`src/sv/limit_order_book_matcher_unit_macros.svh`:
```
// Assertion macros used by the order book matcher sequencer (lobm_ctrl).
`ifndef LIMIT_ORDER_BOOK_MATCHER_UNIT_MACROS_SVH
`define LIMIT_ORDER_BOOK_MATCHER_UNIT_MACROS_SVH
`ifndef SYNTH
`define LOBM_ASSERT_IMP(lbl, ante, cons) \
  lbl: assert property (@(posedge clk) disable iff (!rst_n) (ante) |-> (cons)) \
    else $error("lobm assertion failed");
`define LOBM_ASSERT_NXT(lbl, ante, cons) \
  lbl: assert property (@(posedge clk) disable iff (!rst_n) (ante) |=> (cons)) \
    else $error("lobm assertion failed");
`else
`define LOBM_ASSERT_IMP(lbl, ante, cons)
`define LOBM_ASSERT_NXT(lbl, ante, cons)
`endif
`endif

```
`src/sv/lobm_ram.sv`:
```
// Generic single-write, single-read RAM with registered read data.
module lobm_ram #(
  parameter int WIDTH = 8,
  parameter int DEPTH = 16
) (
  input  logic                     clk,
  input  logic                     we,
  input  logic [$clog2(DEPTH)-1:0] waddr,
  input  logic [WIDTH-1:0]         wdata,
  input  logic                     re,
  input  logic [$clog2(DEPTH)-1:0] raddr,
  output logic [WIDTH-1:0]         rdata
);

  logic [WIDTH-1:0] mem [DEPTH];
  logic [WIDTH-1:0] rdata_r;

  always_ff @(posedge clk) begin
    if (we) begin
      mem[waddr] <= wdata;
    end
    if (re) begin
      rdata_r <= mem[raddr];
    end
  end

  assign rdata = rdata_r;

endmodule

```
`config.mk`:
```
export PLATFORM = sky130hd
export DESIGN_NAME = lobm_ram
export DESIGN_NICKNAME = d
export VERILOG_FILES = /design/src/sv/limit_order_book_matcher_unit_macros.svh /design/src/sv/lobm_ram.sv
export SDC_FILE = /design/constraint.sdc
export NUM_CORES = 1
export LEC_CHECK = 0
export ABC_AREA = 1
export BUFFER_PORTS_ARGS = -buffer_cell sky130_fd_sc_hd__buf_2
export CAP_MARGIN = 20
export CORE_UTILIZATION = 30
export DETAILED_ROUTE_END_ITERATION = 16
export PLACE_DENSITY = 0.55
export SETUP_SLACK_MARGIN = 0.5
export SLEW_MARGIN = 20
export SYNTH_ARGS = -nofsm -noshare
export SYNTH_HDL_FRONTEND = slang
export SYNTH_SLANG_ARGS = --single-unit
```
`constraint.sdc`:
```
create_clock -name clk -period 1.5 [get_ports clk]
set_clock_uncertainty 0.2 [all_clocks]
set_input_delay 0.15 -clock clk [delete_from_list [all_inputs] [get_ports clk]]
set_output_delay 0.15 -clock clk [all_outputs]
set_load 0.1 [all_outputs]
```
# Word level (Yosys, flattened, before mapping)
# Memories as Yosys holds them, arrays and structs flattened. A register that Yosys moved wholly into a read port is not among the register bits.
# Cells that the tools add are included.
[op_classes] n_mux=2
[op_table] op="1-bit 2-to-1 mux" count=2
[totals] regBits=0 ramBits=128 input_bits=19 output_inout_bits=8 word_cells=3 memories=1
[memory_table] name="mem" words=16 word_bits=8 read_ports=1 rd_ports_with_merged_regs=1 wr=1 line="lobm_ram.sv:15" source="logic [WIDTH-1:0] mem [DEPTH];"

# Depth between registers and ports, before layout
# Gate-level depths: netlist of run 1.
[logic_depth] word_depth=2 mapped_depth=8 depth_no_buf=7

# Least setup slack after synthesis of run 1
# Ideal clock, no wire load.
[synth_timing] path_kind="input to register" startpoint="input waddr[2]" endpoint="memory mem[10][0], enable pin" t_arrival_ns=0.731 path_slack_ns=0.199 path_stages=2 path_buffers=0 cell_sequence="nand3b_1 nor2_1"
[synth_lines] item="start: declaration" line="lobm_ram.sv:8" source="input logic [$clog2(DEPTH)-1:0] waddr,"
[synth_lines] item="end: declaration" line="lobm_ram.sv:15"
# Straight into the memory's write port.

# Final worst setup path of run 1
[layout_timing] startpoint="register rdata_r[3], in the netlist rdata[3] (read register of mem)" endpoint="output rdata[3]"
[layout_lines] item="start: declaration" line="lobm_ram.sv:16" source="logic [WIDTH-1:0] rdata_r;"
[layout_lines] item="end: declaration" line="lobm_ram.sv:12" source="output logic [WIDTH-1:0] rdata"
# No word-level cell between the ends.

==> results of run 1 <==
-- power breakdown --
group          internal [mW]  switching (mW)
logic                  0.234           0.570
clock network           2.22            1.42
registers               4.29          0.0323
total                   6.75            2.03
-- metal layers --
| layer | wire (um) | part of all wire, % | vias to the layer above |
|---|---|---|---|
| li1 | - | - | 1863 |
| met1 | 6248 | 44 | 1874 |
| met2 | 6931 | 49 | 111 |
| met3 | 712 | 5.0 | 22 |
| met4 | 272 | 1.9 | 0 |
| met5 | 0 | 0 | - |
-- worst paths after layout --
kind                                start       end  slack (ns)  cells after the start
worst max-delay path             rdata[3]  rdata[3]        0.06                      1
worst min-delay path                   re  rdata[5]       -0.11                      1
worst max register to register  mem[4][6]  rdata[6]        0.19                      6
worst min register to register  mem[2][4]  rdata[4]        0.55                      6
-- metrics by stage --
| step | instances | utilization, % | TNS (ns) | instance area, um^2 | power (mW) |
|---|---|---|---|---|---|
| 3_3_place_gp | 833 | 34.57 | -0.3713 | 6531 | 5.098 |
| 4_1_cts | 864 | 38.36 | 0 | 7247 | 8.796 |
| 3_5_place_dp | 833 | 34.57 | -0.4457 | 6531 | 5.108 |
| 2_1_floorplan | 551 | - | 0 | 6102 | 4.874 |
| 6_report | 865 | 39.17 | 0 | 7401 | 8.771 |
| 5_1_grt | 865 | 39.17 | 0 | 7401 | 9.018 |
-- registers in the layout (all words and copies together) (netlist names) --
signal,cells
mem,128
rdata,8
-- placed cells by master, fill, tap and decap left out --
cell type      netlist  layout
nand2_1            173     149
edfxtp_1           136     136
inv_1              100      96
nand3_2              0      50
nand3_1             97      46
nand2_2              0      20
clkbuf_16            0      17
buf_2               13      15
buf_4                4      13
nor2_4               0       9
buf_6                6       9
nor2_2               0       8
buf_12               0       7
clkbuf_1             0       6
nand2_4              0       4
clkinv_1             0       4
inv_4                0       3
inv_2                2       3
nand3b_1             2       2
clkinv_2             0       2
clkbuf_4             0       2
nand3_4              0       1
bufinv_16            0       1
dlygate4sd3_1        0       1
buf_8                0       1
-- logic make-up after synthesis --
kind of cell	Yosys count
buf+inv	126
flops	136
simple gates	289
-- timing repair --
| item | 4_1_cts | 5_1_grt |
|---|---|---|
| gates resized for setup | 48 | 33 |
| setup endpoints to repair | 19 | 96 |
| buffers inserted | 0 | 1 |
| endpoints found under the hold margin | 78 | 40 |
| pin swaps | 27 | 29 |
-- layout make-up --
cell class / instances / area, um^2
tap: 260 / 325.3
inverter: 102 / 390.4
timing repair buffer: 48 / 454.2
sequential: 136 / 4084
multi-input combinational: 289 / 1644
clock inverter: 7 / 55.05
clock buffer: 23 / 447.9
fill: 1831 / 11490
==> impl_results.md, run 1 <==
- Share of cells above drive strength 1: 27.27%
- Layout area overhead: 26.58%
- Hold Crit Class: in2reg
- CTS Root Buffer Type: clkbuf_16
- Cell taking the most area after synthesis: edfxtp_1
- Final ANT Viol Nets: 0
- Wire per inst: 16.37 um
- XOR/XNOR Fraction of Synth Area: 0%
- Full die area: between 20000 and 25000 um^2
- Post-synthesis compound-gate area fraction: 0%
- Post-synth top area share: 69.85%
- Die width: 141.6 um
- Max Clk Rate: 696.0 MHz
- Nets: 613
- FF+latch count, synth: 136
- Ant diodes: 0
- Failing checks: negative hold slack
- Hold_ws: -0.1055 ns
- # hold bufs at CTS: 1
- Placed wire-length estimate: between 9000 and 10000 um
- Netlist cell types: 11
- Synth Cell Area: 5847 um^2
- Crit-path cells: buf_6
- Sequential fraction of the synthesis area: 69.85%
- Grt met2 use: 24.79%
- Crit. End Element: output port
- Cts bufs inserted: 17
- Setup ws final: roughly 0.063 ns
- Number of synthesized flops with an enable pin: 136
- Drt total wl: 14160 um
- M1 GR Usage: 19.98%
- Max-slew headroom: between 70% and 80%
- GRT Total Usage: 15.18%
- Setup Viol. Count Final: 0
- # clock sinks: 136
- Leak Pwr: 3.064 nW
- Ys Warns: 0
- Largest net degree at the start of global routing: 36
- Initial Util: 30.95%
- Max incr delay on CP: 0.44 ns
- Max Cap Viol: 0
- GR Overflow Total: 0
- Worst Path Required: ~1.2 ns
- Worst setup path category: reg2out
- Worst-path clk slew: 0.06 ns
- Dominant cells by area after synthesis: edfxtp_1 70%, nand2_1 11%, nand3_1 8.3%, inv_1 6.4%, buf_6 1.2%
- Peak VDD IR: roughly 0.0007 V
- Slowest CP cell: edfxtp_1
- WP buf/inv: 1
- Post-Place Worst Slack: -0.09698 ns
- Met3 global-route usage: 2.767%
- Initial DRC count: ~280
- Share of async-settable or async-resettable flops after synthesis: 0%
- Minimum clock period: 1.437 ns
- Final GP Congestion: between 0.8 and 0.9
- Ys flop type: edfxtp_1
- Port Buffers: 26
- H-tree depth: 4
- Via count: 3870
- Hold Fails Final Rpt: 80
- Syn Area/Cell: 10.61 um^2
- Largest family of logic cells by synthesized area: simple AND/OR/NAND/NOR gates
- First-pass GRT wire length: approximately 22000 um
- Core Rows: 50
- Critical path startpoint category: flip-flop
- Core area: 18890 um^2
- Worst path arrival time: 1.09 ns
- Detailed Routing Iterations Pass 1: 4
- Worst Tran Pin Value: 0.4479 ns
- Gate Count Post-Synth: approximately 550
- Syn Nets: 570
- Multiplexer share of the synthesized area: 0%
- Clock buffer depth: 2
- Post-synthesis adder-cell area fraction: 0%
- CP Max Fanout: 1
- Period utilization: around 96%
- # IOs: 27
- DRC: 0
- TritonCTS clock tree: yes
- Vias per cell: 4.474
- Simple-gate portion of the synthesized area: 20.76%
- Number of global-route vias before repair: 3965
- Most common cell in the netlist: nand2_1
- Most instantiated cells after synthesis: 173 x nand2_1, 136 x edfxtp_1, 100 x inv_1
- PwrDens: 1185 nW/um^2
- Top Family by Delay on Critical Path: flip-flops
- Status: complete, but fails checks
- Layer with the highest usage: met2
- Slew Viols, Final: 0
- Antenna violations before repair: 0
- Die Span Y: 141.6 um
- RSZ-0062 raised after global routing: yes
- Later-pin clock latency in the skew report: between 0.4 and 0.5 ns
Power figures use the tool's default switching activity.
==> run 2, diff against run 1 <==
==> constraint.sdc (replaced) <==
create_clock -name clk -period 1.8 [get_ports clk]
set_clock_uncertainty 0.2 [all_clocks]
set_input_delay 0.18 -clock clk [delete_from_list [all_inputs] [get_ports clk]]
set_output_delay 0.18 -clock clk [all_outputs]
set_load 0.1 [all_outputs]
==> impl_results.md, run 2 (synthesis results as in run 1) <==
- Status: complete, no violations
- Cts bufs inserted: 17 (unchanged)
- RSZ-0062 raised after global routing: yes
- Fin area: 7247 um^2 (-2.1%)
- Die width: 141.6 um (unchanged)
- Slew Viols, Final: 0 (unchanged)
- # IOs: 27 (unchanged)
- Antenna violations before repair: 0 (unchanged)
- Max incr delay on CP: 0.45 ns (about the same)
- Core area: 18890 um^2 (unchanged)
- Port Buffers: 26 (unchanged)
- Number of global-route vias before repair: 3776 (-4.8%)
- Max Cap Viol: 0 (unchanged)
- Worst-path clk slew: 0.06 ns (about the same)
- Leak Pwr: 3.078 nW (+0.46%)
- Later-pin clock latency in the skew report: 0.42 ns (about the same)
- Dpl cells: 839 (+0.72%)
- Clock buffer depth: 2 (unchanged)
- Pwr Total: 7.544 mW (-14%)
- DRC: 0 (unchanged)
- Minimum clock period: roughly 1.5 ns
- Hold Crit Class: in2reg
- Peak VDD IR: 0.0005650 V (-21%)
- Hold_ws: 0.07687 ns (+0.1824 ns)
- Initial Util: 30.95% (unchanged)
- Crit-path cells: buf_6
- PwrDens: 1041 nW/um^2 (-12%)
- Initial DRC count: 313 (+13%)
- Max-slew headroom: 56.64% (-13 points)
- Critical path startpoint category: flip-flop
- Worst Tran Pin Value: 0.6494 ns (+0.2015 ns)
- Full die area: 20050 um^2 (unchanged)
- CP Max Fanout: 1 (unchanged)
- Layout area overhead: 23.95%
- Final core utilization: 38.36% (-0.81 points)
- Drt total wl: 13360 um (-5.7%)
- Top Family by Delay on Critical Path: flip-flops
- First-pass GRT wire length: 20710 um (-6.2%)
- Period utilization: 81.57%
- H-tree depth: 4 (unchanged)
- Placed Area: 6344 um^2 (-2.9%)
- Setup Viol. Count Final: 0 (unchanged)
- Ant diodes: 0 (unchanged)
- Die Span Y: 141.6 um (unchanged)
- Final GP Congestion: 0.8477 (-4.7%)
- Worst setup path category: reg2out
- TritonCTS clock tree: yes
- Max Clk Rate: just under 700 MHz
- Detailed Routing Iterations Pass 1: 5 (+1)
- Worst path arrival time: 1.09 ns (about the same)
- WP buf/inv: 1 (unchanged)
- GRT Total Usage: 14.15% (-1.0 points)
- Setup ws final: 0.3317 ns (+0.2685 ns)
- Share of cells above drive strength 1: 19.39% (-7.9 points)
- Most flop-heavy register: mem
- Hold Fails Final Rpt: 0 (-100%)
- Final TNS setup: 0 ns (unchanged)
- Commonest non-fill, non-tap cell in the layout: nand2_1
- Max FFs per register: 128 (unchanged)
- Most frequent cells in the layout: 169 x nand2_1, 136 x edfxtp_1, 99 x inv_1, 61 x nand3_1, 36 x nand3_2
- Post-Place Worst Slack: 0.2004 ns (+0.2974 ns)
- Crit. End Element: output port
- CTS Root Buffer Type: clkbuf_16
- Core Rows: 50 (unchanged)
- Vias per cell: 4.332 (-3.2%)
- Final ANT Viol Nets: 0 (unchanged)
- GR Overflow Total: 0 (unchanged)
- # clock sinks: 136 (unchanged)
- Wire per inst: 15.20 um (-7.2%)
- Via count: 3808 (-1.6%)
- Placed wire-length estimate: 8457 um (-8.0%)
- Post-route insts no fill: 879 (+1.6%)
- Nets: 626 (+2.1%)
- Largest net degree at the start of global routing: 49 (+36%)
- Worst Path Required: 1.42 ns (+0.27 ns)
- Slowest CP cell: edfxtp_1
-- run 2: cell types whose count changed in the layout (fill, tap and decap cells not counted), sizes merged --
| cell | delta |
|---|---|
| clkinv | +3 |
| dlygate4sd3 | +8 |
| buf | +7 |
| clkbuf | -7 |
| clkinvlp | +1 |
| bufinv | +2 |
-- run 2: worst min-delay path: stages --
cell,delay (ns)
buf_2,0.20
nand3_2,0.11
nand2_1,0.04
-- run 2: path summary, 6_finish.rpt --
| check | depth (start not counted) | slack [ns] | from | endpoint |
|---|---|---|---|---|
| setup reg to reg | 6 | 0.52 | mem[14][1] | rdata[1] |
| hold reg to reg | 6 | 0.53 | mem[10][7] | rdata[7] |
| hold / removal | 3 | 0.08 | raddr[3] | rdata[3] |
| setup / recovery | 1 | 0.33 | rdata[6] | rdata[6] |
-- run 2: layer usage --
metal	track usage, %	share of wire (%)
met5	0	0
met4	5.433	2.0
met3	3.814	5.4
met2	22.35	48
met1	18.53	45
-- run 2: area by class of cell --
class,instances,area [um^2]
clock buffers,18,429.2
clock inverters,13,136.4
fillers,1869,11650
inverters,102,382.9
multi-input cells,289,1404
flip-flops and latches,136,4084
well taps,260,325.3
repair buffers,61,485.5
-- run 2: timing repair --
action	in CTS	in global routing
setup buffers	0	0
pin swaps	1	29
hold buffers	9	0
resized for setup	19	40
setup endpoints to repair	10	16
endpoints found under the hold margin	136	0
-- run 2: power by group --
group | total (mW) | internal (mW) | switching [mW]
Combinational | 0.602 | 0.177 | 0.425
Clock | 3.35 | 2.13 | 1.22
Sequential | 3.60 | 3.57 | 0.0258
Total | 7.54 | 5.88 | 1.67
==> run 3, diff against run 2 <==
--- a/config.mk
+++ b/config.mk
@@ -10,7 +10,7 @@
 export CAP_MARGIN = 20
 export CORE_UTILIZATION = 30
 export DETAILED_ROUTE_END_ITERATION = 16
-export PLACE_DENSITY = 0.55
+export PLACE_DENSITY = 0.56
 export SETUP_SLACK_MARGIN = 0.5
 export SLEW_MARGIN = 20
 export SYNTH_ARGS = -nofsm -noshare
==> constraint.sdc (replaced) <==
create_clock -name clk -period 1.3 [get_ports clk]
set_clock_uncertainty 0.2 [all_clocks]
set_input_delay 0.13 -clock clk [delete_from_list [all_inputs] [get_ports clk]]
set_output_delay 0.13 -clock clk [all_outputs]
set_load 0.1 [all_outputs]
==> impl_results.md, run 3 (synthesis results as in run 1) <==
- Die width: 141.6 um (unchanged)
- Core Rows: 50 (unchanged)
- Wire per inst: 15.83 um (+4.1%)
- Setup Viol. Count Final: 8 (+8)
- Drt total wl: 13830 um (+3.5%)
- Commonest non-fill, non-tap cell in the layout: nand2_1
- Ant diodes: 0 (unchanged)
- Layout area overhead: 33.10%
- Hold Crit Class: in2reg
- Cts bufs inserted: 17 (unchanged)
- Port Buffers: 26 (unchanged)
- Number of global-route vias before repair: 3812 (+0.95%)
- Final TNS setup: -0.6853 ns (-0.6853 ns)
- Pwr Total: 10.95 mW (+45%)
- # clock sinks: 136 (unchanged)
- Crit. End Element: output port
- Core area: 18890 um^2 (unchanged)
- PwrDens: 1407 nW/um^2 (+35%)
- Critical path startpoint category: flip-flop
- Worst path arrival time: 1.12 ns (+0.03 ns)
- Max Cap Viol: 0 (unchanged)
- Multi-input logic area: 1720 um^2 (+23%)
- Most flop-heavy register: mem
- Share of cells above drive strength 1: 29.80% (+10 points)
- Worst Path Required: 0.97 ns (-0.45 ns)
- RSZ-0062 raised after global routing: yes
- Initial DRC count: 405 (+29%)
- Final GP Congestion: 0.8204 (-3.2%)
- WP buf/inv: 1 (unchanged)
- Slowest CP cell: edfxtp_1
- First-pass GRT wire length: 21670 um (+4.6%)
- H-tree depth: 4 (unchanged)
- Vias per cell: 4.441 (+2.5%)
- Post-Place Worst Slack: -0.2494 ns (-0.4499 ns)
- Failing checks: negative hold slack, negative setup slack
- Die Span Y: 141.6 um (unchanged)
- Setup ws final: -0.1469 ns (-0.4786 ns)
- GR Overflow Total: 0 (unchanged)
- Max FFs per register: 128 (unchanged)
- Placed wire-length estimate: 8937 um (+5.7%)
- Max Clk Rate: 691.1 MHz
- Clock buffer depth: 2 (unchanged)
- Slew Viols, Final: 0 (unchanged)
- Final core utilization: 41.19% (+2.8 points)
- Full die area: 20050 um^2 (unchanged)
- Max incr delay on CP: 0.49 ns (+0.04 ns)
- Status: complete, but fails checks
- Worst setup path category: reg2out
- Worst-path clk slew: 0.06 ns (about the same)
- Detailed Routing Iterations Pass 1: 5 (unchanged)
- GRT Total Usage: 14.75% (+0.61 points)
- Top Family by Delay on Critical Path: flip-flops
- Most frequent cells in the layout: 161 x nand2_1, 136 x edfxtp_1, 94 x inv_1, 61 x nand3_2, 35 x nand3_1
- Reg area: 4084 um^2 (unchanged)
- # IOs: 27 (unchanged)
- Total of fill cells in the finished design: 1769 (-5.4%)
- Antenna violations before repair: 0 (unchanged)
- Nets: 620 (-0.96%)
- Worst Tran Pin Value: 0.4498 ns (-0.1996 ns)
- Largest net degree at the start of global routing: 46 (-6.1%)
- Minimum clock period: 1.447 ns
- Later-pin clock latency in the skew report: 0.42 ns (about the same)
- DRC: 0 (unchanged)
- CP Max Fanout: 1 (unchanged)
- Final ANT Viol Nets: 0 (unchanged)
- TritonCTS clock tree: yes
- Via count: 3881 (+1.9%)
- Initial Util: 30.95% (unchanged)
- Max-slew headroom: 70.01% (+13 points)
- Hold Fails Final Rpt: 136 (+136)
- Period utilization: 111.3%
- Hold_ws: -0.1124 ns (-0.1893 ns)
- Leak Pwr: 3.214 nW (+4.4%)
- Peak VDD IR: 0.001007 V (+78%)
- Crit-path cells: buf_12
- CTS Root Buffer Type: clkbuf_16
[run 3: what timing repair did]
item	4_1_cts	5_1_grt
setup endpoints to repair	144	144
pin swaps	49	31
resized for setup	65	37
setup buffers	6	1
endpoints found under the hold margin	136	136
[run 3: per-stage QoR]
stage | area, um^2 | std cells | hold slack [ns]
detailed placement | 6604 | 835 | 0.3027
floorplan | 6056 | 551 | 0.02887
finish | 7782 | 874 | -0.1124
global placement | 6604 | 835 | 0.3019
CTS | 7607 | 873 | -0.1350
global route | 7782 | 874 | -0.1195
[run 3: worst paths after layout]
path                                  from        to  slack [ns]  cells past startpoint
worst min register to register  mem[13][2]  rdata[2]        0.56                      6
worst min-delay path                    re  rdata[3]       -0.11                      1
worst max register to register   mem[6][3]  rdata[3]        0.01                      6
worst max-delay path              rdata[1]  rdata[1]       -0.15                      1
[run 3: layout make-up]
| cell class | instances | share of cell area (%) |
|---|---|---|
| repair buffers | 55 | 8.280 |
| inverters | 102 | 5.113 |
| well taps | 260 | 4.180 |
| clock inverters | 14 | 2.331 |
| clock buffers | 18 | 5.514 |
| flip-flops and latches | 136 | 52.48 |
| multi-input cells | 289 | 22.11 |
[run 3: routing by layer]
layer	global-route usage (%)	up-vias	part of all wire, %	wire length (um)
met4	5.942	0	1.9	261
met5	0	-	0	0
li1	-	1886	-	-
met2	24.79	106	51	6987
met1	18.85	1874	43	5932
met3	2.632	15	4.7	652
[run 3: power breakdown]
group	leakage, nW	switching [mW]	total [mW]	internal, mW
sequential	1.24	0.0451	4.99	4.94
clock	0.298	1.77	4.95	3.19
combinational	1.68	0.679	1.01	0.333
total	3.21	2.49	11.0	8.46
