$ cat src/sv/limit_order_book_matcher_unit_macros.svh
// Assertion macros used by the order book matcher sequencer (lobm_ctrl).
`ifndef LIMIT_ORDER_BOOK_MATCHER_UNIT_MACROS_SVH
`define LIMIT_ORDER_BOOK_MATCHER_UNIT_MACROS_SVH
`ifndef SYNTH
`define LOBM_ASSERT_IMP(lbl, ante, cons) \
  lbl: assert property (@(posedge clk) disable iff (!rst_n) (ante) |-> (cons)) \
    else $error("lobm assertion failed");
`define LOBM_ASSERT_NXT(lbl, ante, cons) \
  lbl: assert property (@(posedge clk) disable iff (!rst_n) (ante) |=> (cons)) \
    else $error("lobm assertion failed");
`else
`define LOBM_ASSERT_IMP(lbl, ante, cons)
`define LOBM_ASSERT_NXT(lbl, ante, cons)
`endif
`endif

$ cat src/sv/lobm_pkg.sv
// Types, constants and helper functions of the order book matcher.
package lobm_pkg;

  localparam int PRICE_W = 30;
  localparam int AMT_W   = 30;
  localparam int STORE_W = 48;
  localparam int HEAP_CAPACITY_DEF = 1024;
  localparam logic [29:0] BACKLOG_MOD = 30'd1000000007;
  localparam int ENTRY_W = PRICE_W + STORE_W;

  typedef struct packed {
    logic [PRICE_W-1:0] price;
    logic [STORE_W-1:0] amount;
  } entry_t;

  typedef struct packed {
    logic               valid;
    logic [AMT_W-1:0]   traded;
    logic [29:0]        total;
    logic               full;
  } done_t;

  // True when entry a belongs nearer the heap top than entry b.
  function automatic logic ranks_above(entry_t a, entry_t b, logic highest);
    logic res;
    if (highest) begin
      res = (a.price > b.price) || ((a.price == b.price) && (a.amount > b.amount));
    end else begin
      res = (a.price < b.price) || ((a.price == b.price) && (a.amount < b.amount));
    end
    return res;
  endfunction

endpackage

$ cat src/sv/lobm_ctrl.sv
// Sequencer that matches orders and sifts both heaps held in the entry RAM.
module lobm_ctrl #(
  parameter int CAP = lobm_pkg::HEAP_CAPACITY_DEF
) (
  input  logic                           clk,
  input  logic                           rst_n,
  input  logic                           ord_valid,
  output logic                           ord_ready,
  input  logic [lobm_pkg::PRICE_W-1:0]   ord_price,
  input  logic [lobm_pkg::AMT_W-1:0]     ord_amount,
  input  logic                           ord_side,
  output lobm_pkg::done_t                done,
  input  logic                           done_ready,
  output logic                           ram_we,
  output logic [$clog2(CAP)+1-1:0]       ram_waddr,
  output logic [lobm_pkg::ENTRY_W-1:0]   ram_wdata,
  output logic                           ram_re,
  output logic [$clog2(CAP)+1-1:0]       ram_raddr,
  input  logic [lobm_pkg::ENTRY_W-1:0]   ram_rdata
);
  import lobm_pkg::*;
  `include "limit_order_book_matcher_unit_macros.svh"

  localparam int IW = $clog2(CAP);
  localparam int CW = $clog2(CAP + 1);
  localparam int LW = IW + 2;

  typedef enum logic [13:0] {
    S_IDLE   = 14'b00000000000001,
    S_MREAD  = 14'b00000000000010,
    S_MCHK   = 14'b00000000000100,
    S_LAST   = 14'b00000000001000,
    S_RED    = 14'b00000000010000,
    S_ACC    = 14'b00000000100000,
    S_OWN    = 14'b00000001000000,
    S_OWNCHK = 14'b00000010000000,
    S_SD     = 14'b00000100000000,
    S_SDL    = 14'b00001000000000,
    S_SDR    = 14'b00010000000000,
    S_SU     = 14'b00100000000000,
    S_SUP    = 14'b01000000000000,
    S_DONE   = 14'b10000000000000
  } state_t;

  state_t             state_r, state_nxt, ret_r, ret_nxt;
  logic [PRICE_W-1:0] price_r, price_nxt;
  logic [AMT_W-1:0]   amt_r, amt_nxt;
  logic [AMT_W-1:0]   rem_r, rem_nxt;
  logic [AMT_W-1:0]   traded_r, traded_nxt;
  logic               side_r, side_nxt;
  logic               full_r, full_nxt;
  logic [29:0]        total_r, total_nxt;
  logic [29:0]        v_r, v_nxt;
  logic               sub_r, sub_nxt;
  logic [CW-1:0]      buy_cnt_r, buy_cnt_nxt;
  logic [CW-1:0]      sell_cnt_r, sell_cnt_nxt;
  entry_t             x_r, x_nxt;
  entry_t             lc_r, lc_nxt;
  logic [IW-1:0]      idx_r, idx_nxt;
  logic [CW-1:0]      n_r, n_nxt;
  logic               hsel_r, hsel_nxt;

  entry_t             rd_e;
  logic [CW-1:0]      opp_cnt, own_cnt, opp_dec;
  logic               qual;
  logic [AMT_W-1:0]   take;
  logic [STORE_W-1:0] left;
  logic [STORE_W:0]   msum;
  logic [STORE_W-1:0] msat;
  logic [LW-1:0]      lidx, ridx, nx;
  logic [IW-1:0]      pidx;
  logic               hi;
  logic               l_above, r_above_x, r_above_l;
  logic [30:0]        acc_sum;

  assign rd_e    = entry_t'(ram_rdata);
  assign opp_cnt = side_r ? buy_cnt_r : sell_cnt_r;
  assign own_cnt = side_r ? sell_cnt_r : buy_cnt_r;
  assign opp_dec = opp_cnt - CW'(1);
  assign qual    = side_r ? (rd_e.price >= price_r) : (rd_e.price <= price_r);
  assign take    = (rd_e.amount < STORE_W'(rem_r)) ? rd_e.amount[AMT_W-1:0] : rem_r;
  assign left    = rd_e.amount - STORE_W'(take);
  assign msum    = {1'b0, rd_e.amount} + (STORE_W + 1)'(rem_r);
  assign msat    = msum[STORE_W] ? {STORE_W{1'b1}} : msum[STORE_W-1:0];
  assign lidx    = {1'b0, idx_r, 1'b1};
  assign ridx    = lidx + LW'(1);
  assign nx      = LW'(n_r);
  assign pidx    = IW'((idx_r - IW'(1)) >> 1);
  assign hi      = ~hsel_r;
  assign l_above   = ranks_above(lc_r, x_r, hi);
  assign r_above_x = ranks_above(rd_e, x_r, hi);
  assign r_above_l = ranks_above(rd_e, lc_r, hi);
  assign acc_sum   = {1'b0, total_r} + {1'b0, v_r};

  assign ord_ready   = (state_r == S_IDLE);
  assign done.valid  = (state_r == S_DONE);
  assign done.traded = traded_r;
  assign done.total  = total_r;
  assign done.full   = full_r;

  always_comb begin
    state_nxt    = state_r;
    ret_nxt      = ret_r;
    price_nxt    = price_r;
    amt_nxt      = amt_r;
    rem_nxt      = rem_r;
    traded_nxt   = traded_r;
    side_nxt     = side_r;
    full_nxt     = full_r;
    total_nxt    = total_r;
    v_nxt        = v_r;
    sub_nxt      = sub_r;
    buy_cnt_nxt  = buy_cnt_r;
    sell_cnt_nxt = sell_cnt_r;
    x_nxt        = x_r;
    lc_nxt       = lc_r;
    idx_nxt      = idx_r;
    n_nxt        = n_r;
    hsel_nxt     = hsel_r;
    ram_we       = 1'b0;
    ram_waddr    = {hsel_r, idx_r};
    ram_wdata    = x_r;
    ram_re       = 1'b0;
    ram_raddr    = {~side_r, {IW{1'b0}}};

    case (state_r)
      S_IDLE: begin
        if (ord_valid) begin
          price_nxt  = ord_price;
          amt_nxt    = ord_amount;
          rem_nxt    = ord_amount;
          side_nxt   = ord_side;
          traded_nxt = '0;
          full_nxt   = 1'b0;
          state_nxt  = S_MREAD;
        end
      end
      S_MREAD: begin
        if (opp_cnt == '0) begin
          v_nxt     = traded_r;
          sub_nxt   = 1'b1;
          state_nxt = S_RED;
        end else begin
          ram_re    = 1'b1;
          state_nxt = S_MCHK;
        end
      end
      S_MCHK: begin
        if (qual) begin
          rem_nxt    = rem_r - take;
          traded_nxt = traded_r + take;
          if (left != '0) begin
            // Partly consumed top stays; re-sift it and stop matching.
            x_nxt     = '{price: rd_e.price, amount: left};
            idx_nxt   = '0;
            n_nxt     = opp_cnt;
            hsel_nxt  = ~side_r;
            ret_nxt   = S_RED;
            v_nxt     = traded_r + take;
            sub_nxt   = 1'b1;
            state_nxt = S_SD;
          end else begin
            if (side_r) begin
              buy_cnt_nxt = opp_dec;
            end else begin
              sell_cnt_nxt = opp_dec;
            end
            if (opp_dec == '0) begin
              state_nxt = S_MREAD;
            end else begin
              ram_re    = 1'b1;
              ram_raddr = {~side_r, opp_dec[IW-1:0]};
              state_nxt = S_LAST;
            end
          end
        end else begin
          v_nxt     = traded_r;
          sub_nxt   = 1'b1;
          state_nxt = S_RED;
        end
      end
      S_LAST: begin
        x_nxt     = rd_e;
        idx_nxt   = '0;
        n_nxt     = opp_cnt;
        hsel_nxt  = ~side_r;
        ret_nxt   = S_MREAD;
        state_nxt = S_SD;
      end
      S_RED: begin
        if (v_r >= BACKLOG_MOD) begin
          v_nxt = v_r - BACKLOG_MOD;
        end
        state_nxt = S_ACC;
      end
      S_ACC: begin
        if (sub_r) begin
          if (total_r >= v_r) begin
            total_nxt = total_r - v_r;
          end else begin
            total_nxt = total_r + (BACKLOG_MOD - v_r);
          end
          state_nxt = S_OWN;
        end else begin
          if (acc_sum >= {1'b0, BACKLOG_MOD}) begin
            total_nxt = 30'(acc_sum - {1'b0, BACKLOG_MOD});
          end else begin
            total_nxt = acc_sum[29:0];
          end
          state_nxt = S_DONE;
        end
      end
      S_OWN: begin
        if (rem_r == '0) begin
          state_nxt = S_DONE;
        end else if (own_cnt != '0) begin
          ram_re    = 1'b1;
          ram_raddr = {side_r, {IW{1'b0}}};
          state_nxt = S_OWNCHK;
        end else begin
          x_nxt     = '{price: price_r, amount: STORE_W'(rem_r)};
          idx_nxt   = '0;
          hsel_nxt  = side_r;
          ret_nxt   = S_RED;
          v_nxt     = rem_r;
          sub_nxt   = 1'b0;
          if (side_r) begin
            sell_cnt_nxt = sell_cnt_r + CW'(1);
          end else begin
            buy_cnt_nxt = buy_cnt_r + CW'(1);
          end
          state_nxt = S_SU;
        end
      end
      S_OWNCHK: begin
        if (rd_e.price == price_r) begin
          // Merge into the top of the own backlog, saturating the amount.
          x_nxt     = '{price: rd_e.price, amount: msat};
          idx_nxt   = '0;
          n_nxt     = own_cnt;
          hsel_nxt  = side_r;
          ret_nxt   = S_RED;
          v_nxt     = 30'(msat - rd_e.amount);
          sub_nxt   = 1'b0;
          state_nxt = S_SD;
        end else if (own_cnt < CW'(CAP)) begin
          x_nxt     = '{price: price_r, amount: STORE_W'(rem_r)};
          idx_nxt   = own_cnt[IW-1:0];
          hsel_nxt  = side_r;
          ret_nxt   = S_RED;
          v_nxt     = rem_r;
          sub_nxt   = 1'b0;
          if (side_r) begin
            sell_cnt_nxt = sell_cnt_r + CW'(1);
          end else begin
            buy_cnt_nxt = buy_cnt_r + CW'(1);
          end
          state_nxt = S_SU;
        end else begin
          full_nxt  = 1'b1;
          state_nxt = S_DONE;
        end
      end
      S_SD: begin
        if (lidx >= nx) begin
          ram_we    = 1'b1;
          state_nxt = ret_r;
        end else begin
          ram_re    = 1'b1;
          ram_raddr = {hsel_r, lidx[IW-1:0]};
          state_nxt = S_SDL;
        end
      end
      S_SDL: begin
        lc_nxt = rd_e;
        if (ridx < nx) begin
          ram_re    = 1'b1;
          ram_raddr = {hsel_r, ridx[IW-1:0]};
          state_nxt = S_SDR;
        end else if (ranks_above(rd_e, x_r, hi)) begin
          ram_we    = 1'b1;
          ram_wdata = rd_e;
          idx_nxt   = lidx[IW-1:0];
          state_nxt = S_SD;
        end else begin
          ram_we    = 1'b1;
          state_nxt = ret_r;
        end
      end
      S_SDR: begin
        ram_we = 1'b1;
        if (l_above ? r_above_l : r_above_x) begin
          ram_wdata = rd_e;
          idx_nxt   = ridx[IW-1:0];
          state_nxt = S_SD;
        end else if (l_above) begin
          ram_wdata = lc_r;
          idx_nxt   = lidx[IW-1:0];
          state_nxt = S_SD;
        end else begin
          state_nxt = ret_r;
        end
      end
      S_SU: begin
        if (idx_r == '0) begin
          ram_we    = 1'b1;
          state_nxt = ret_r;
        end else begin
          ram_re    = 1'b1;
          ram_raddr = {hsel_r, pidx};
          state_nxt = S_SUP;
        end
      end
      S_SUP: begin
        ram_we = 1'b1;
        if (ranks_above(x_r, rd_e, hi)) begin
          ram_wdata = rd_e;
          idx_nxt   = pidx;
          state_nxt = S_SU;
        end else begin
          state_nxt = ret_r;
        end
      end
      S_DONE: begin
        if (done_ready) begin
          state_nxt = S_IDLE;
        end
      end
      default: begin
        state_nxt = S_IDLE;
      end
    endcase
  end

  always_ff @(posedge clk) begin
    if (!rst_n) begin
      state_r    <= S_IDLE;
      ret_r      <= S_IDLE;
      buy_cnt_r  <= '0;
      sell_cnt_r <= '0;
      total_r    <= '0;
    end else begin
      state_r    <= state_nxt;
      ret_r      <= ret_nxt;
      buy_cnt_r  <= buy_cnt_nxt;
      sell_cnt_r <= sell_cnt_nxt;
      total_r    <= total_nxt;
    end
  end

  always_ff @(posedge clk) begin
    price_r  <= price_nxt;
    amt_r    <= amt_nxt;
    rem_r    <= rem_nxt;
    traded_r <= traded_nxt;
    side_r   <= side_nxt;
    full_r   <= full_nxt;
    v_r      <= v_nxt;
    sub_r    <= sub_nxt;
    x_r      <= x_nxt;
    lc_r     <= lc_nxt;
    idx_r    <= idx_nxt;
    n_r      <= n_nxt;
    hsel_r   <= hsel_nxt;
  end

  `LOBM_ASSERT_IMP(a_cnt_bound, 1'b1, (buy_cnt_r <= CW'(CAP)) && (sell_cnt_r <= CW'(CAP)))
  `LOBM_ASSERT_IMP(a_units_kept, state_r != S_IDLE, ({1'b0, rem_r} + {1'b0, traded_r}) == {1'b0, amt_r})
  `LOBM_ASSERT_IMP(a_total_reduced, state_r == S_DONE, total_r < BACKLOG_MOD)
  `LOBM_ASSERT_NXT(a_full_no_store, (state_r == S_OWNCHK) && (state_nxt == S_DONE), full_r)

endmodule

$ cat config.mk
export PLATFORM = sky130hd
export DESIGN_NAME = lobm_ctrl
export DESIGN_NICKNAME = d
export VERILOG_FILES = /design/src/sv/lobm_pkg.sv /design/src/sv/lobm_ctrl.sv
export VERILOG_INCLUDE_DIRS = /design/src /design/src/sv
export SDC_FILE = /design/constraint.sdc
export NUM_CORES = 2
export LEC_CHECK = 0
export BUFFER_PORTS_ARGS = -buffer_cell sky130_fd_sc_hd__buf_2
export CELL_PAD_IN_SITES_DETAIL_PLACEMENT = 0
export CELL_PAD_IN_SITES_GLOBAL_PLACEMENT = 1
export CORE_MARGIN = 2
export CORE_UTILIZATION = 40
export CTS_BUF_LIST = sky130_fd_sc_hd__clkbuf_4
export CTS_CLUSTER_SIZE = 12
export DETAILED_ROUTE_END_ITERATION = 6
export HOLD_SLACK_MARGIN = 0.05
export PLACE_DENSITY_LB_ADDON = 0.1
export SLEW_MARGIN = 5
export SYNTH_ARGS = -nofsm -noshare
export SYNTH_HDL_FRONTEND = slang
export SYNTH_SLANG_ARGS = --single-unit
$ cat constraint.sdc
create_clock -name clk -period 10.65 [get_ports clk]
set_input_delay 1.5975 -clock clk [delete_from_list [all_inputs] [get_ports clk]]
set_output_delay 1.5975 -clock clk [all_outputs]
set_load 0.005 [all_outputs]
* Word-level counts from Yosys, hierarchy flattened *
Cells that the tools add are included.

cells by class
  add/subtract/negate cells = 16
  $lt $le $gt $ge = 25
  equal/unequal tests = 40
  muxes and demuxes = 146
  bitwise logic cells = 1
  reductions and logical operators = 42

operators with widths
  kind                                       count
  two-way mux 78 bit                         11
  two-way mux 30 bit                         16
  one-hot mux 78 bit (4 select lines)        1
  two-way mux 11 bit                         26
  two-way mux 14 bit                         20
  one-hot mux 78 bit (3 select lines)        1
  one-hot mux 14 bit (14 select lines)       1
  greater-than comparator 48 bit             4
  less-than comparator 48 bit                4
  equality test 30 bit                       5
  one-hot mux 30 bit (5 select lines)        1
  two-way mux 10 bit                         14
  greater-than comparator 30 bit             4
  less-than comparator 30 bit                4
  one-hot mux 30 bit (2 select lines)        2
  one-hot mux 11 bit (3 select lines)        3
  subtractor 30 bit                          3
  one-hot mux 10 bit (7 select lines)        1
  adder 30 bit                               2
  greater-or-equal comparator 30 bit         2
  subtractor 30 bit (second input constant)  2
  one-hot mux 14 bit (4 select lines)        1
  one-hot mux 11 bit (5 select lines)        1
  adder 48 x 30 -> 49 bit                    1
  other kinds (61)                           140

storage, ports and cells
  register bits = 381
  bits of input ports = 143
  output and inout bits = 165
  logic and storage cells = 289

* Logic depth before layout (Yosys ltp) *
  depth after elaboration = 9
  mapped depth = 32
  mapped depth without buffers = 29

* Worst setup path before layout *
Ideal clock, no wire load.

  kind = input to register
  start = input ram_rdata[36] (netlist bit)
  end = register hsel_r, enable pin
  library setup time = 0.546 ns
  arrival = 10.491 ns
  required time = 10.104 ns
  path slack = -0.386 ns
  stages on the path = 26
  buffers on the path = 3
  cells stage by stage = buf_2 or4_4 or3_1 nor3_1 nand4_1 a211oi_1 nand2_1 clkbuf_1 clkbuf_1 o21ai_0 ha_1 inv_1 fa_1 a211oi_1 o21ai_0 nand3_1 a211oi_2 o31ai_2 nor2_1 a211o_1 xnor2_1 nand4_1 or4_1 nand4b_2 nand3_1 a21oi_1

between the ends
  word-level cells in the longest chain between the ends = 6

ends and longest elaborated chain
  item                                   RTL line          text
  from (decl)                            lobm_ctrl.sv:19   input logic [lobm_pkg::ENTRY_W-1:0] ram_rdata
  less-than comparator 48 x 30 -> 1 bit  lobm_ctrl.sv:81   assign take = (rd_e.amount < STORE_W'(rem_r)) ? rd_e.amount[AMT_W-1:0] : rem_r;
  two-way mux 30 bit                     lobm_ctrl.sv:81
  subtractor 48 x 30 -> 48 bit *         lobm_ctrl.sv:82   assign left = rd_e.amount - STORE_W'(take);
  nonzero test 48 bit *                  lobm_ctrl.sv:152  if (left != '0) begin
  != test 2 bit (no line) *              --
  AND reduction 6 bit (no line) *        --
  to (signal assigned)                   lobm_ctrl.sv:364  hsel_r <= hsel_nxt;
  to (decl)                              lobm_ctrl.sv:61   logic hsel_r, hsel_nxt;

Every way passes the cells marked *; elsewhere a longest branch is shown, timed or not.
A chain may end at the register's enable or synchronous reset.

* Worst setup path in the final report *
  start = input ram_rdata[37] (netlist bit)
  end = output ram_raddr[3]

between the ends
  word-level cells in the longest chain between the ends = 7

ends and longest elaborated chain
  item                                   RTL line          text
  less-than comparator 48 x 30 -> 1 bit  lobm_ctrl.sv:81
  two-way mux 30 bit                     lobm_ctrl.sv:81
  subtractor 48 x 30 -> 48 bit *         lobm_ctrl.sv:82
  nonzero test 48 bit *                  lobm_ctrl.sv:152
  two-way mux 10 bit *                   lobm_ctrl.sv:152
  two-way mux 10 bit *                   lobm_ctrl.sv:149  if (qual) begin
  one-hot mux 11 bit (5 select lines) *  lobm_ctrl.sv:126  case (state_r)
  to (decl)                              lobm_ctrl.sv:18   output logic [$clog2(CAP)+1-1:0] ram_raddr,

Marks and branches as above.

==> key figures <==
Drt
  • Post-Route WL: 204 mm
  • Drt initial violations: ~4600
  • DR WL/cell: 28.1 um
  • Routed vias/inst: 6.13
  • Remaining DRCs: 0
  • DR pass1 iterations: 6
  • Routed Antenna Nets: 0
  • Via count: 44473

STA
  • Period utilisation layout: slightly below 100%
  • Hold Violations, Final: 0
  • Fmax: between 0.09 and 0.1 GHz
  • Worst slew pin tran: roughly 1.2 ns
  • Setup TNS Final: 0 ns
  • Min Hold Slack: roughly 0.48 ns
  • Minimum clock period: between 10 and 15 ns
  • # setup viols final: 0
  • Setup skew after layout: roughly 0.14 ns
  • Rel. slew slack: 16.1%
  • Slew Limit Fails: 0
  • RSZ-0062 raised after global routing: false

Worst hold path
  • Worst hold path type: flip-flop to flip-flop

Power
  • Pleak: 0.0220 uW
  • Cell Pwr Density: around 200 nW/um2
  • Peak VDD IR: ~180 uV

Place
  • Port bufs: between 300 and 400
  • DP HPWL: 161 mm
  • GP Congestion: between 1 and 1.5

Critical path
  • CP Data Required Time: 9.05 ns
  • Critical Path End Type: output pin
  • WP data arrival: around 8.8 ns
  • CP Launch Type: input port
  • Worst Path Max Fanout: 8
  • Critical path class: input port to output pin

Global route
  • Initial antenna violation count: 12
  • Gr ovfl total: 0
  • Vias in the first global route: around 42000
  • GRT Overall Usage: a little over a third
  • First-pass GRT wire length: 293 mm
  • Largest net degree at the start of global routing: between 60 and 70

Yosys
  • Sequential element share of the synthesized area: 24.0%
  • Avg Synthesized Cell Area: about 8 um2
  • Synthesis-stage register bit count: 370
  • Primary FF master, synth: edfxtp_1
  • Synthesis Warnings: 0
  • Cell area after synthesis: approximately 43000 um2
  • Mapped Nets: 6140
  • Asr flop ratio synth: 0%
  • Cell variety after synth: approximately 100
  • Post-synth EDFFs: around 300
  • Synth Instances: ~5400

CTS
  • Post_cts resized: 0
  • Clock-pin slew on the worst setup and hold paths: ~0.070 ns
  • CTS tree: built
  • H-tree depth: 3
  • Sink Count: 370
  • CTS Buffer Depth: 3
  • Clk Tree Root Cell: clkbuf_4
  • Setup Buffers After CTS: 0
  • Cts hold-fix bufs: 0
  • CTS buffer count: 118
  • Worst skew pair latency: 1.17 ns

Flow run
  • MaxCap Viol Count: 0

Layout
  • Total Nets Final: roughly 6500
  • Share of cells above drive strength 1: between 10 and 15%
  • Area growth syn-to-layout: 11.9%

Floorplan
  • DIE HEIGHT: about 330 um
  • Die area: roughly 110000 um2
  • # rows: 120
  • Starting density of the core: between 40% and 50%
  • Die W: 333 um
  • I/O pin count: roughly 310
  • Core Box Area: between 100000 and 150000 um2

Outcome
  • Status: finished clean
[critical path, stage by stage]
cell and delay, ns:
buf_2 0.16, or4_4 0.60, or3_1 0.43, nor3_1 0.32, nand4_1 0.20, a211oi_1 0.21, buf_4 0.17, nand2_2 0.16
o21ai_0 0.27, ha_1 0.22, inv_1 0.06, fa_1 0.42, a211oi_1 0.33, o21ai_0 0.21, buf_4 0.18, nand2_1 0.07
xnor2_1 0.11, or4b_1 0.56, nor4bb_1 0.35, nand4_1 0.14, nor4bb_1 0.40, nand4_1 0.14, and4b_1 0.31, nand4b_1 0.21
nor2_1 0.20, nand2_1 0.27, o21ai_0 0.26, buf_2 0.15
[report_power, final]
group | switching [uW] | total, uW | internal [uW]
clock | 815 | 1580 | 763
sequential | 277 | 2120 | 1840
combinational | 3860 | 5920 | 2050
total | 4960 | 9610 | 4660
[cell usage in the layout (no fill, tap or decap), types with 33 or more instances in the layout]
cell        n
xor2_1     87
o21bai_1   33
edfxtp_1  301
nand3_1   113
nor3_1    130
clkbuf_4  163
nor2_1    393
nor4_1     58
nor2b_1    65
a21o_1    198
inv_1     533
and3_1     45
a21oi_1   391
buf_2     307
a211oi_1   54
mux2i_1    44
and2_1    107
clkinv_1   39
ha_1      570
o21ai_0   365
dfxtp_1    69
buf_4     132
o31ai_1    39
a221oi_1   43
a31oi_1    56
o211ai_1   44
nand2_1   445
xnor2_1   178
or3_1      38
a221o_1    91
nand2b_1   58
nand4_1    98
o21a_1     49
[path summary, 6_finish.rpt]
path / startpoint / endpoint / slack (ns) / depth (start not counted)
setup / recovery: ram_rdata[37] / ram_raddr[3] / 0.30 / 28
hold / removal: ret_r[0] / state_r[0] / 0.48 / 2
setup reg to reg: rem_r[0] / v_r[27] / 2.47 / 28
hold reg to reg: ret_r[0] / state_r[0] / 0.48 / 2
[metrics by stage]
step | std cells | util (%) | total power, uW | setup WS (ns) | cell area [um2]
after CTS | 7240 | 45.1 | 9450 | 0.363 | 48500
after global placement | 7022 | 43.7 | 7890 | 0.490 | 46900
after detailed placement | 7022 | 43.7 | 7830 | 0.398 | 46900
final | 7257 | 45.2 | 9610 | 0.303 | 48500
after floorplan | 5404 | - | 5670 | 1.41 | 43400
after global routing | 7250 | 45.2 | 10100 | 0.0113 | 48500
[kinds of logic (layout without fill, tap and decap cells)]
group	Yosys count	in the layout	share of synthesized area [%]
simple gates	1706	1706	19.6
compound gates	1645	1645	25.4
buf+inv	765	1198	6.71
fa+ha+maj	593	593	17.5
flops	370	370	24.0
xor+xnor	265	265	5.35
mux	60	60	1.43
other cells	0	17	0
[sequential cells by signal (all words and copies together) (netlist names)]
name and count:
buy_cnt_r 11, full_r 1, sell_cnt_r 11, side_r 1, x_r 78, traded_r 30
ret_r 3, n_r 11, lc_r 78, state_r 14, idx_r 10, v_r 30
price_r 30, hsel_r 1, sub_r 1, rem_r 30, total_r 30
[metal layers]
metal	vias to the layer above	track usage (%)	share of wire, %
li1	20582	-	-
met1	21453	47.5	42
met2	2012	54.9	44
met3	416	6.72	8.4
met4	10	17.6	5.6
met5	-	0	0.032
[layout make-up]
| cell class | instances | area, um2 |
|---|---|---|
| inverters | 539 | 2030 |
| well taps | 1403 | 1760 |
| clock inverters | 55 | 304 |
| repair buffers | 441 | 2570 |
| fillers | 11024 | 58800 |
| diodes | 17 | 42.5 |
| flip-flops and latches | 370 | 10400 |
| multi-input cells | 4269 | 30200 |
| clock buffers | 163 | 1220 |
[cells in the mapped netlist, types with 18 or more instances]
library cell	n	area [um2]
o31ai_1	41	308
o21ai_0	367	1840
a22oi_1	30	225
ha_1	570	7130
o221ai_1	30	263
and2_1	108	676
and3_1	46	288
xor2_1	87	762
nor4_1	58	363
nor2_1	397	1490
o21a_1	49	368
nor3b_1	23	173
a221oi_1	43	377
nand2_1	448	1680
xnor2_1	178	1560
a21boi_0	18	135
o21bai_1	33	248
nand3_1	113	566
o211ai_1	44	330
or2_2	27	169
fa_1	23	460
clkbuf_1	189	709
a211oi_1	54	405
nor2b_1	65	407
nand4_1	98	613
nand2b_1	58	363
mux2i_1	44	440
a221o_1	91	911
nor3_1	131	656
a21oi_1	394	1970
a31oi_1	56	350
o22ai_1	20	125
a21o_1	198	1490
or3_1	38	238
inv_1	534	2000
buf_1	20	75.1
dfxtp_1	69	1380
nand4b_1	20	175
edfxtp_1	301	9040
No activity file was read; power rests on OpenSTA's default activity.
